### src/hdl/pitp_pkg.sv
// ---------------------------------------------------------------------------
// pitp_pkg
// Shared types, constants and layer tables for the pad position converter.
// ---------------------------------------------------------------------------
`default_nettype none

package pitp_pkg;

    localparam int TABLE_LAYERS = 32;
    localparam int DIV_STEPS    = 40;
    localparam int CORDIC_STEPS = 30;
    localparam int STEP_W       = 6;
    localparam int LAYER_W      = 6;
    localparam int CORDIC_W     = 34;
    localparam int PROD_W       = 46;
    localparam logic signed [CORDIC_W-1:0] CORDIC_GAIN = 34'sd652032874;
    localparam int Z_OFFSET_MM  = 143;
    localparam int COORD_MAX    = 65535;
    localparam int COORD_MIN    = -65536;

    typedef struct packed {
        logic              load;
        logic              search_step;
        logic              div_init;
        logic              div_step;
        logic              cordic_init;
        logic              cordic_step;
        logic              mul_go;
        logic              out_load;
        logic [STEP_W-1:0] step;
    } dp_cmd_t;

    typedef struct packed {
        logic hit;
        logic table_end;
    } dp_status_t;

    function automatic logic [7:0] lay_pads(input logic [4:0] idx);
        logic [7:0] r;
        case (idx)
            5'd0: r = 8'd48;    5'd1: r = 8'd48;    5'd2: r = 8'd72;    5'd3: r = 8'd96;
            5'd4: r = 8'd120;   5'd5: r = 8'd144;   5'd6: r = 8'd168;   5'd7: r = 8'd192;
            5'd8: r = 8'd216;   5'd9: r = 8'd240;   5'd10: r = 8'd208;  5'd11: r = 8'd218;
            5'd12: r = 8'd230;  5'd13: r = 8'd214;  5'd14: r = 8'd212;  5'd15: r = 8'd214;
            5'd16: r = 8'd220;  5'd17: r = 8'd224;  5'd18: r = 8'd232;  5'd19: r = 8'd238;
            5'd20: r = 8'd244;  5'd21: r = 8'd232;  5'd22: r = 8'd218;  5'd23: r = 8'd210;
            5'd24: r = 8'd206;  5'd25: r = 8'd202;  5'd26: r = 8'd200;  5'd27: r = 8'd196;
            5'd28: r = 8'd178;  5'd29: r = 8'd130;  5'd30: r = 8'd108;  5'd31: r = 8'd90;
            default: r = 8'd0;
        endcase
        return r;
    endfunction

    function automatic logic [10:0] lay_radius(input logic [4:0] idx);
        logic [10:0] r;
        case (idx)
            5'd0: r = 11'd59;    5'd1: r = 11'd97;    5'd2: r = 11'd135;   5'd3: r = 11'd173;
            5'd4: r = 11'd211;   5'd5: r = 11'd249;   5'd6: r = 11'd287;   5'd7: r = 11'd325;
            5'd8: r = 11'd363;   5'd9: r = 11'd401;   5'd10: r = 11'd446;  5'd11: r = 11'd498;
            5'd12: r = 11'd550;  5'd13: r = 11'd602;  5'd14: r = 11'd654;  5'd15: r = 11'd706;
            5'd16: r = 11'd758;  5'd17: r = 11'd810;  5'd18: r = 11'd862;  5'd19: r = 11'd914;
            5'd20: r = 11'd966;  5'd21: r = 11'd1018; 5'd22: r = 11'd1070; 5'd23: r = 11'd1122;
            5'd24: r = 11'd1174; 5'd25: r = 11'd1226; 5'd26: r = 11'd1278; 5'd27: r = 11'd1330;
            5'd28: r = 11'd1382; 5'd29: r = 11'd1434; 5'd30: r = 11'd1486; 5'd31: r = 11'd1538;
            default: r = 11'd0;
        endcase
        return r;
    endfunction

    function automatic logic [9:0] lay_div(input logic [4:0] idx);
        logic [9:0] r;
        case (idx)
            5'd0: r = 10'd48;   5'd1: r = 10'd48;   5'd2: r = 10'd72;   5'd3: r = 10'd96;
            5'd4: r = 10'd120;  5'd5: r = 10'd144;  5'd6: r = 10'd168;  5'd7: r = 10'd192;
            5'd8: r = 10'd216;  5'd9: r = 10'd240;  5'd10: r = 10'd241; 5'd11: r = 10'd271;
            5'd12: r = 10'd300; 5'd13: r = 10'd330; 5'd14: r = 10'd360; 5'd15: r = 10'd390;
            5'd16: r = 10'd420; 5'd17: r = 10'd449; 5'd18: r = 10'd479; 5'd19: r = 10'd509;
            5'd20: r = 10'd539; 5'd21: r = 10'd569; 5'd22: r = 10'd599; 5'd23: r = 10'd628;
            5'd24: r = 10'd658; 5'd25: r = 10'd688; 5'd26: r = 10'd718; 5'd27: r = 10'd748;
            5'd28: r = 10'd777; 5'd29: r = 10'd807; 5'd30: r = 10'd837; 5'd31: r = 10'd867;
            default: r = 10'd1;
        endcase
        return r;
    endfunction

    // arctangent of 2^-i as a binary angle, 2^32 per turn
    function automatic logic [29:0] atan_turn(input logic [4:0] idx);
        logic [29:0] r;
        case (idx)
            5'd0: r = 30'h20000000;  5'd1: r = 30'h12E4051E;  5'd2: r = 30'h09FB385B;
            5'd3: r = 30'h051111D4;  5'd4: r = 30'h028B0D43;  5'd5: r = 30'h0145D7E1;
            5'd6: r = 30'h00A2F61E;  5'd7: r = 30'h00517C55;  5'd8: r = 30'h0028BE53;
            5'd9: r = 30'h00145F2F;  5'd10: r = 30'h000A2F98; 5'd11: r = 30'h000517CC;
            5'd12: r = 30'h00028BE6; 5'd13: r = 30'h000145F3; 5'd14: r = 30'h0000A2FA;
            5'd15: r = 30'h0000517D; 5'd16: r = 30'h000028BE; 5'd17: r = 30'h0000145F;
            5'd18: r = 30'h00000A30; 5'd19: r = 30'h00000518; 5'd20: r = 30'h0000028C;
            5'd21: r = 30'h00000146; 5'd22: r = 30'h000000A3; 5'd23: r = 30'h00000051;
            5'd24: r = 30'h00000029; 5'd25: r = 30'h00000014; 5'd26: r = 30'h0000000A;
            5'd27: r = 30'h00000005; 5'd28: r = 30'h00000003; 5'd29: r = 30'h00000001;
            default: r = 30'h0;
        endcase
        return r;
    endfunction

endpackage

`default_nettype wire

### src/hdl/pitp_ctrl.sv
// ---------------------------------------------------------------------------
// pitp_ctrl
// Sequencer: layer search, angle divide, CORDIC, scaling, output register.
// ---------------------------------------------------------------------------
`default_nettype none

module pitp_ctrl
    import pitp_pkg::*;
(
    input  wire logic       clk,
    input  wire logic       rst_n,
    input  wire logic       in_valid,
    output logic            in_stall,
    output logic            out_valid,
    input  wire logic       out_stall,
    input  wire dp_status_t status,
    output dp_cmd_t         cmd
);

    localparam logic [2:0] ST_IDLE   = 3'd0;
    localparam logic [2:0] ST_SEARCH = 3'd1;
    localparam logic [2:0] ST_DIV    = 3'd2;
    localparam logic [2:0] ST_ANGLE  = 3'd3;
    localparam logic [2:0] ST_CORDIC = 3'd4;
    localparam logic [2:0] ST_MUL    = 3'd5;
    localparam logic [2:0] ST_FIN    = 3'd6;

    logic [2:0]        state_reg, state_next;
    logic [STEP_W-1:0] step_reg, step_next;
    logic              out_valid_reg, out_valid_next;

    always_comb
    begin
        state_next = state_reg;
        step_next  = step_reg;
        cmd        = '0;
        cmd.step   = step_reg;
        in_stall   = 1'b1;
        case (state_reg)
            ST_IDLE:
            begin
                in_stall = 1'b0;
                if (in_valid)
                begin
                    cmd.load   = 1'b1;
                    state_next = ST_SEARCH;
                end
            end
            ST_SEARCH:
            begin
                if (status.table_end)
                    state_next = ST_FIN;
                else if (status.hit)
                begin
                    cmd.div_init = 1'b1;
                    step_next    = '0;
                    state_next   = ST_DIV;
                end
                else
                    cmd.search_step = 1'b1;
            end
            ST_DIV:
            begin
                cmd.div_step = 1'b1;
                step_next    = step_reg + 1'b1;
                if (step_reg == STEP_W'(DIV_STEPS - 1))
                    state_next = ST_ANGLE;
            end
            ST_ANGLE:
            begin
                cmd.cordic_init = 1'b1;
                step_next       = '0;
                state_next      = ST_CORDIC;
            end
            ST_CORDIC:
            begin
                cmd.cordic_step = 1'b1;
                step_next       = step_reg + 1'b1;
                if (step_reg == STEP_W'(CORDIC_STEPS - 1))
                    state_next = ST_MUL;
            end
            ST_MUL:
            begin
                cmd.mul_go = 1'b1;
                state_next = ST_FIN;
            end
            ST_FIN:
            begin
                // hold until the output register is free
                if (!out_valid_reg || !out_stall)
                begin
                    cmd.out_load = 1'b1;
                    state_next   = ST_IDLE;
                end
            end
            default:
                state_next = ST_IDLE;
        endcase
    end

    always_comb
    begin
        out_valid_next = out_valid_reg;
        if (cmd.out_load)
            out_valid_next = 1'b1;
        else if (!out_stall)
            out_valid_next = 1'b0;
    end

    always_ff @(posedge clk or negedge rst_n)
    begin
        if (!rst_n)
        begin
            state_reg     <= ST_IDLE;
            step_reg      <= '0;
            out_valid_reg <= 1'b0;
        end
        else
        begin
            state_reg     <= state_next;
            step_reg      <= step_next;
            out_valid_reg <= out_valid_next;
        end
    end

    assign out_valid = out_valid_reg;

`ifndef SYNTHESIS
    a_accept_starts_search: assert property (@(posedge clk) disable iff (!rst_n)
        (in_valid && !in_stall) |=> (state_reg == ST_SEARCH))
        else $error("accepted item did not start the layer search");
    a_load_sets_valid: assert property (@(posedge clk) disable iff (!rst_n)
        cmd.out_load |=> out_valid_reg)
        else $error("result load did not raise out_valid");
    a_no_overwrite: assert property (@(posedge clk) disable iff (!rst_n)
        (cmd.out_load && out_valid_reg) |-> !out_stall)
        else $error("result overwrote a stalled item");
    a_div_step_bound: assert property (@(posedge clk) disable iff (!rst_n)
        (state_reg == ST_DIV) |-> (step_reg < STEP_W'(DIV_STEPS)))
        else $error("divider step count overran");
`endif

endmodule

`default_nettype wire

### src/hdl/pitp_dp.sv
// ---------------------------------------------------------------------------
// pitp_dp
// Datapath: layer scan, restoring divider, shared CORDIC, radius scaling.
// ---------------------------------------------------------------------------
`default_nettype none

module pitp_dp
    import pitp_pkg::*;
#(
    parameter int LAYER_COUNT         = 32,
    parameter int COORD_FRACTION_BITS = 6
)
(
    input  wire logic        clk,
    input  wire dp_cmd_t     cmd,
    output dp_status_t       status,
    input  wire logic [12:0] pad_number,
    output logic             valid_res,
    output logic [4:0]       layer_index,
    output logic [7:0]       row_index,
    output logic signed [16:0] pos_x,
    output logic signed [16:0] pos_z
);

    localparam int EFF_LAYERS = (LAYER_COUNT < TABLE_LAYERS) ? LAYER_COUNT : TABLE_LAYERS;
    localparam int SH         = 32 - COORD_FRACTION_BITS;
    localparam logic signed [PROD_W:0] RND  = (PROD_W+1)'(1) <<< (SH - 1);
    localparam logic signed [PROD_W:0] ZOFF = (PROD_W+1)'(Z_OFFSET_MM) <<< COORD_FRACTION_BITS;
    localparam logic signed [PROD_W:0] CMAX = (PROD_W+1)'(COORD_MAX);
    localparam logic signed [PROD_W:0] CMIN = (PROD_W+1)'(COORD_MIN);

    logic [12:0]               pad_reg, base_reg;
    logic [LAYER_W-1:0]        layer_reg;
    logic                      found_reg, neg_reg, flip_reg;
    logic [4:0]                lay_sel_reg;
    logic [7:0]                row_reg;
    logic [10:0]               rq_reg;
    logic [9:0]                div_reg;
    logic [10:0]               rem_reg;
    logic [39:0]               num_reg;
    logic signed [CORDIC_W-1:0] cx_reg, cy_reg, cz_reg;
    logic signed [PROD_W-1:0]  px_reg, pz_reg;
    logic                      valid_res_reg;
    logic [4:0]                layer_out_reg;
    logic [7:0]                row_out_reg;
    logic signed [16:0]        pos_x_reg, pos_z_reg;

    // search
    logic [7:0]  pads_cur;
    logic [13:0] base_sum;
    assign pads_cur = lay_pads(layer_reg[4:0]);
    assign base_sum = {1'b0, base_reg} + {6'b0, pads_cur};
    assign status.hit       = ({1'b0, pad_reg} < base_sum);
    assign status.table_end = (layer_reg == LAYER_W'(EFF_LAYERS));

    // angle numerator
    logic [7:0]        row_new;
    logic signed [9:0] n_val;
    logic [8:0]        mag;
    logic [9:0]        div_new;
    assign row_new = 8'(pad_reg - base_reg);
    assign n_val   = $signed({1'b0, row_new, 1'b1}) - $signed({2'b0, pads_cur});
    assign mag     = n_val[9] ? 9'(-n_val) : n_val[8:0];
    assign div_new = lay_div(layer_reg[4:0]);

    // divider step
    logic [11:0] rem_sh;
    logic        q_bit;
    assign rem_sh = {rem_reg, num_reg[39]};
    assign q_bit  = (rem_sh >= {2'b0, div_reg});

    // angle fold
    logic [31:0] ang, ang_f;
    logic        flip;
    assign ang   = neg_reg ? (32'd0 - num_reg[31:0]) : num_reg[31:0];
    assign flip  = ang[31] ^ ang[30];
    assign ang_f = {ang[31] ^ flip, ang[30:0]};

    // CORDIC step
    logic signed [CORDIC_W-1:0] dx, dy, at;
    assign dx = cy_reg >>> cmd.step[4:0];
    assign dy = cx_reg >>> cmd.step[4:0];
    assign at = $signed({4'b0, atan_turn(cmd.step[4:0])});

    // scaling
    logic signed [CORDIC_W-1:0] s_val, c_val;
    logic signed [PROD_W:0]     rx, rz;
    logic signed [16:0]         cx_out, cz_out;
    assign s_val = flip_reg ? -cy_reg : cy_reg;
    assign c_val = flip_reg ? -cx_reg : cx_reg;
    assign rx = ($signed({px_reg[PROD_W-1], px_reg}) + RND) >>> SH;
    assign rz = (($signed({pz_reg[PROD_W-1], pz_reg}) + RND) >>> SH) - ZOFF;
    assign cx_out = (rx > CMAX) ? 17'(COORD_MAX) : ((rx < CMIN) ? 17'(COORD_MIN) : rx[16:0]);
    assign cz_out = (rz > CMAX) ? 17'(COORD_MAX) : ((rz < CMIN) ? 17'(COORD_MIN) : rz[16:0]);

    always_ff @(posedge clk)
    begin
        if (cmd.load)
        begin
            pad_reg   <= pad_number;
            base_reg  <= '0;
            layer_reg <= '0;
            found_reg <= 1'b0;
        end
        if (cmd.search_step)
        begin
            base_reg  <= base_sum[12:0];
            layer_reg <= layer_reg + 1'b1;
        end
        if (cmd.div_init)
        begin
            found_reg   <= 1'b1;
            lay_sel_reg <= layer_reg[4:0];
            row_reg     <= row_new;
            neg_reg     <= n_val[9];
            div_reg     <= div_new;
            rq_reg      <= lay_radius(layer_reg[4:0]);
            rem_reg     <= '0;
            num_reg     <= {mag, 31'b0} + {31'b0, div_new[9:1]};
        end
        if (cmd.div_step)
        begin
            rem_reg <= q_bit ? 11'(rem_sh - {2'b0, div_reg}) : rem_sh[10:0];
            num_reg <= {num_reg[38:0], q_bit};
        end
        if (cmd.cordic_init)
        begin
            flip_reg <= flip;
            cx_reg   <= CORDIC_GAIN;
            cy_reg   <= '0;
            cz_reg   <= {{(CORDIC_W-32){ang_f[31]}}, ang_f};
        end
        if (cmd.cordic_step)
        begin
            if (!cz_reg[CORDIC_W-1])
            begin
                cx_reg <= cx_reg - dx;
                cy_reg <= cy_reg + dy;
                cz_reg <= cz_reg - at;
            end
            else
            begin
                cx_reg <= cx_reg + dx;
                cy_reg <= cy_reg - dy;
                cz_reg <= cz_reg + at;
            end
        end
        if (cmd.mul_go)
        begin
            px_reg <= $signed({1'b0, rq_reg}) * s_val;
            pz_reg <= $signed({1'b0, rq_reg}) * c_val;
        end
        if (cmd.out_load)
        begin
            valid_res_reg <= found_reg;
            layer_out_reg <= found_reg ? lay_sel_reg : 5'd0;
            row_out_reg   <= found_reg ? row_reg : 8'd0;
            pos_x_reg     <= found_reg ? cx_out : 17'sd0;
            pos_z_reg     <= found_reg ? cz_out : 17'sd0;
        end
    end

    assign valid_res   = valid_res_reg;
    assign layer_index = layer_out_reg;
    assign row_index   = row_out_reg;
    assign pos_x       = pos_x_reg;
    assign pos_z       = pos_z_reg;

endmodule

`default_nettype wire

### src/hdl/pad_id_to_position_top.sv
// Accepting edge to out_valid: the layer search, the bit-serial angle divide, the angle
// fold, the 30 CORDIC iterations, the multiply and the output load; a pad past the
// last layer skips the math and goes from the layer search straight to the output load.
// One item at a time; the next is taken in the idle cycle after the result is
// loaded, and a stalled output holds the result load back.
// Reset (rst_n, async, active low) clears the sequencer and out_valid; no clearing pass.
// ---------------------------------------------------------------------------
// pad_id_to_position_top
// Converts a flat pad number of the circular pad plane into layer, row and x/z.
// ---------------------------------------------------------------------------
`default_nettype none

module pad_id_to_position_top
    import pitp_pkg::*;
#(
    parameter int LAYER_COUNT         = 32,
    parameter int COORD_FRACTION_BITS = 6
)
(
    input  wire logic               clk,
    input  wire logic               rst_n,
    input  wire logic               in_valid,
    output logic                    in_stall,
    input  wire logic [12:0]        pad_number,
    output logic                    out_valid,
    input  wire logic               out_stall,
    output logic                    valid_res,
    output logic [4:0]              layer_index,
    output logic [7:0]              row_index,
    output logic signed [16:0]      pos_x,
    output logic signed [16:0]      pos_z
);

    // Commands flow from the sequencer, status back from the datapath.
    dp_cmd_t    cmd;
    dp_status_t status;

    pitp_ctrl u_ctrl (
        .clk       (clk),
        .rst_n     (rst_n),
        .in_valid  (in_valid),
        .in_stall  (in_stall),
        .out_valid (out_valid),
        .out_stall (out_stall),
        .status    (status),
        .cmd       (cmd)
    );

    // Datapath holds the item, the divider, the CORDIC and the output register.
    pitp_dp #(
        .LAYER_COUNT         (LAYER_COUNT),
        .COORD_FRACTION_BITS (COORD_FRACTION_BITS)
    ) u_dp (
        .clk         (clk),
        .cmd         (cmd),
        .status      (status),
        .pad_number  (pad_number),
        .valid_res   (valid_res),
        .layer_index (layer_index),
        .row_index   (row_index),
        .pos_x       (pos_x),
        .pos_z       (pos_z)
    );

`ifndef SYNTHESIS
    a_invalid_zero: assert property (@(posedge clk) disable iff (!rst_n)
        (out_valid && !valid_res) |-> (pos_x == 17'sd0 && pos_z == 17'sd0
            && layer_index == 5'd0 && row_index == 8'd0))
        else $error("out-of-range pad produced nonzero fields");
    a_busy_stalls: assert property (@(posedge clk) disable iff (!rst_n)
        (in_valid && !in_stall) |=> in_stall)
        else $error("input taken while an item is in work");
    a_stalled_holds: assert property (@(posedge clk) disable iff (!rst_n)
        (out_valid && out_stall) |=> (out_valid && $stable(pos_x) && $stable(pos_z)))
        else $error("stalled result changed");
`endif

endmodule

`default_nettype wire

### config.mk
export PLATFORM = sky130hd
export DESIGN_NAME = pad_id_to_position_top
export DESIGN_NICKNAME = d
export VERILOG_FILES = /design/src/hdl/pitp_pkg.sv /design/src/hdl/pitp_ctrl.sv /design/src/hdl/pitp_dp.sv /design/src/hdl/pad_id_to_position_top.sv
export SDC_FILE = /design/constraint.sdc
export NUM_CORES = 2
export LEC_CHECK = 0
export ABC_AREA = 0
export BUFFER_PORTS_ARGS = -buffer_cell sky130_fd_sc_hd__buf_4
export CORE_MARGIN = 3
export CORE_UTILIZATION = 54
export CTS_CLUSTER_SIZE = 24
export DETAILED_ROUTE_END_ITERATION = 10
export GPL_TIMING_DRIVEN = 0
export PLACE_DENSITY_LB_ADDON = 0.1
export SYNTH_ARGS = -nofsm -noshare
export SYNTH_HDL_FRONTEND = slang
export SYNTH_HIERARCHICAL = 1
export SYNTH_SLANG_ARGS = --single-unit
### constraint.sdc
create_clock -name clk -period 23 [get_ports clk]
set_input_delay 2.3 -clock clk [delete_from_list [all_inputs] [get_ports clk]]
set_output_delay 2.3 -clock clk [all_outputs]
set_load 0.05 [all_outputs]
==> run_results.csv <==
group,metric,value,unit
cts,ctsRootBufferMaster,"clkbuf_16",
critical_path,crit_fanout,10,
finish,nNetsFinal,7263,
cts,clockBufferDepth,3,
cts,post_cts_buffers,0,
global_routing,grt_util_all_layers,0.341,
logic_synthesis,async_reset_ff_frac,0.0296,
drt,postRouteAntennaNets,0,
logic_synthesis,ys_types,115,
drt,drt_iter0_drc,4456,
finish,largest_reg_flops,40,
finish,mostFrequentLayoutCell,"inv_1",
sta,rsz0062_at_grt,"false",
global_routing,met2_usage,0.528,
finish,syn_to_final_growth,6.95,%
sta,fin_crit,10.17,ns
drt,drtPass1Iterations,6,
critical_path,r2r_start,"u_dp/cx_reg[9]$_SDFFCE_PN1P_",
cts,clk_latency,0.67,ns
sta,setup_tns,0,ns
status,status,"complete, no violations",
global_routing,met1_usage,0.465,
finish,drive_gt1_frac,0.0679,
floorplan,num_rows,116,
critical_path,criticalPathCategory,"flop to flop",
sta,hold_violations,0,
drt,dr_total_vias,45800,
drt,totalWireLength,182,mm
floorplan,die_h,325,um
place,portBuffers,66,
global_routing,grt_pass1_wl,276,mm
logic_synthesis,postSynthCellCount,6108,
drt,wl_per_cell,23.9,um
logic_synthesis,synth-edff-count,310,
sta,slew_violations,0,
sta,tightest_slew,1.36,ns
cts,cts_sinks,338,
global_routing,antenna_found_initial,7,
logic_synthesis,ys_warn_count,6,
critical_path,crit_start,"u_dp/cx_reg[9]$_SDFFCE_PN1P_",
sta,setup_violations,0,
cts,clkTransAtPathRegs,0.06,ns
worst_hold_path,hp-start,"u_dp/div_new[0]$_DFF_P_",
sta,min_period_over_period,0.442,
worst_hold_path,hold_path_class,"flop to flop",
critical_path,end_kind,"flop",
run,drv_cap,0,
floorplan,die_w,325,um
sta,max-slew-margin-rel,0.0923,
critical_path,crit_arrival,10.56,ns
place,dpl.hpwl,146,mm
cts,htree_levels,2,
logic_synthesis,synth_flop_cell,"edfxtp_1",
logic_synthesis,ys_seq_elements,338,
drt,drcViolationCount,0,
floorplan,dieArea,0.105,mm^2
place,gp_congestion,1.05,
critical_path,start_kind,"flop",
floorplan,core-area,0.100,mm^2
sta,skew,0.0550,ns
logic_synthesis,ys_seq_area_frac,0.181,
global_routing,grtUsageMet3,0.0655,
drt,routed_via_density,6.01,
cts,cts_hold_buf,0,
sta,timing.fmax,98.3,MHz
logic_synthesis,mappedNetlistArea,0.0548,mm^2
cts,postCtsResizedCells,0,
logic_synthesis,avgSynthCellArea,8.98,um^2
global_routing,top_usage_layer,"met2",
cts,cts_buffers,42,
global_routing,globalRoute.totalOverflow,0,
floorplan,ioPinCount,67,
critical_path,cp.required,23.38,ns
cts,cts_tree,"yes",
floorplan,start_util,0.546,
finish,final_cell_mix,"inv_1, nand2_1, fa_1, ha_1, nor2_1",
global_routing,grt_pass1_vias,45200,
logic_synthesis,syn_nets,7147,
global_routing,grt_max_degree,54,
-- final timing paths --
check	endpoint	slack, ns	depth (start not counted)
max reg2reg	u_dp/pz_reg[44]$_DFFE_PP_	12.83	27
min reg2reg	u_dp/div_reg[0]$_DFFE_PP_	0.41	0
max in group asynchronous	u_ctrl/state_reg[1]$_DFFE_PN0P_	21.37	1
min	u_dp/div_reg[0]$_DFFE_PP_	0.41	0
max	u_dp/pz_reg[44]$_DFFE_PP_	12.83	27
min in group asynchronous	u_ctrl/state_reg[0]$_DFFE_PN0P_	1.46	1
-- critical path, cell delays in order (launching register included) --
cell and delay, ns:
edfxtp_1 0.59, or4_4 0.59, or3_1 0.35, or4_4 0.51
or4_4 0.47, o41ai_2 0.26, xnor2_1 0.26, clkbuf_1 0.48
nand2_1 0.16, fa_1 0.54, fa_1 0.52, inv_1 0.06
fa_1 0.50, fa_1 0.51, inv_1 0.06, fa_1 0.48
inv_1 0.04, ha_1 0.32, a21oi_1 0.15, o221ai_1 0.14
a221oi_1 0.42, nand2_1 0.10, o2bb2ai_1 0.74, a211oi_1 0.29
o41ai_1 0.79, o211ai_1 0.25, a21oi_1 0.22, xnor2_1 0.08
-- kinds of logic (layout without fill, tap and decap cells) --
| group | count (synthesis) | in the layout | share of synthesized area |
|---|---|---|---|
| simple gates | 1910 | 1910 | 0.164 |
| flops | 338 | 338 | 0.181 |
| buf+inv | 1261 | 1411 | 0.0920 |
| xor+xnor | 374 | 374 | 0.0597 |
| mux | 219 | 219 | 0.0626 |
| fa+ha+maj | 1023 | 1023 | 0.322 |
| compound gates | 983 | 983 | 0.118 |
| other cells | 0 | 4 | 0 |
-- stage by stage --
| step | setup slack, ns | hold WS (ns) | utilization | std cells | area [um^2] |
|---|---|---|---|---|---|
| floorplan | 14.63 | 0.386 | - | 6108 | 54800 |
| global placement | 11.61 | 0.392 | 0.568 | 7531 | 57000 |
| detailed placement | 12.92 | 0.394 | 0.569 | 7537 | 57100 |
| CTS | 12.88 | 0.422 | 0.584 | 7615 | 58600 |
| global route | 12.29 | 0.435 | 0.584 | 7618 | 58600 |
| finish | 12.83 | 0.415 | 0.584 | 7619 | 58600 |
-- cell type report --
type | count | area [um^2]
diodes | 4 | 10.0
plain buffers | 356 | 1650
clock buffers | 55 | 1160
clock inverters | 23 | 349
fillers | 9153 | 41800
inverters | 905 | 3400
multi-input cells | 4509 | 39900
flip-flops and latches | 338 | 9920
well taps | 1357 | 1700
repair buffers | 72 | 573
-- cells in the mapped netlist (26+ instances only) --
library cell	instances	area (um^2)
o22ai_1	29	181
mux2i_1	82	821
nand2_1	840	3150
nor2b_1	55	344
and2_1	257	1610
a31oi_1	43	269
xnor2_1	238	2080
o21a_1	51	383
edfxtp_1	310	9310
o21ai_0	217	1090
mux2_2	43	484
clkbuf_1	254	953
nand4_1	32	200
nand2b_1	43	269
o31ai_1	32	240
and3_1	33	206
a21oi_1	244	1220
nor2_1	355	1330
inv_1	899	3370
nand3_1	66	330
o211ai_1	26	195
a211oi_1	58	435
xor2_1	136	1190
fa_1	650	13000
nor3_1	89	445
a21o_1	74	556
ha_1	372	4650
mux4_2	91	2050
buf_2	43	215
-- per-layer routing --
metal | up-vias | wire length, um
met5 | - | 11
met4 | 2 | 9980
met3 | 492 | 15800
met2 | 2123 | 80200
met1 | 22700 | 76100
li1 | 20500 | -
Power is left out: the tool's default activity adds up to more than one toggle a clock period on the data nets, which glitch-free logic cannot reach.
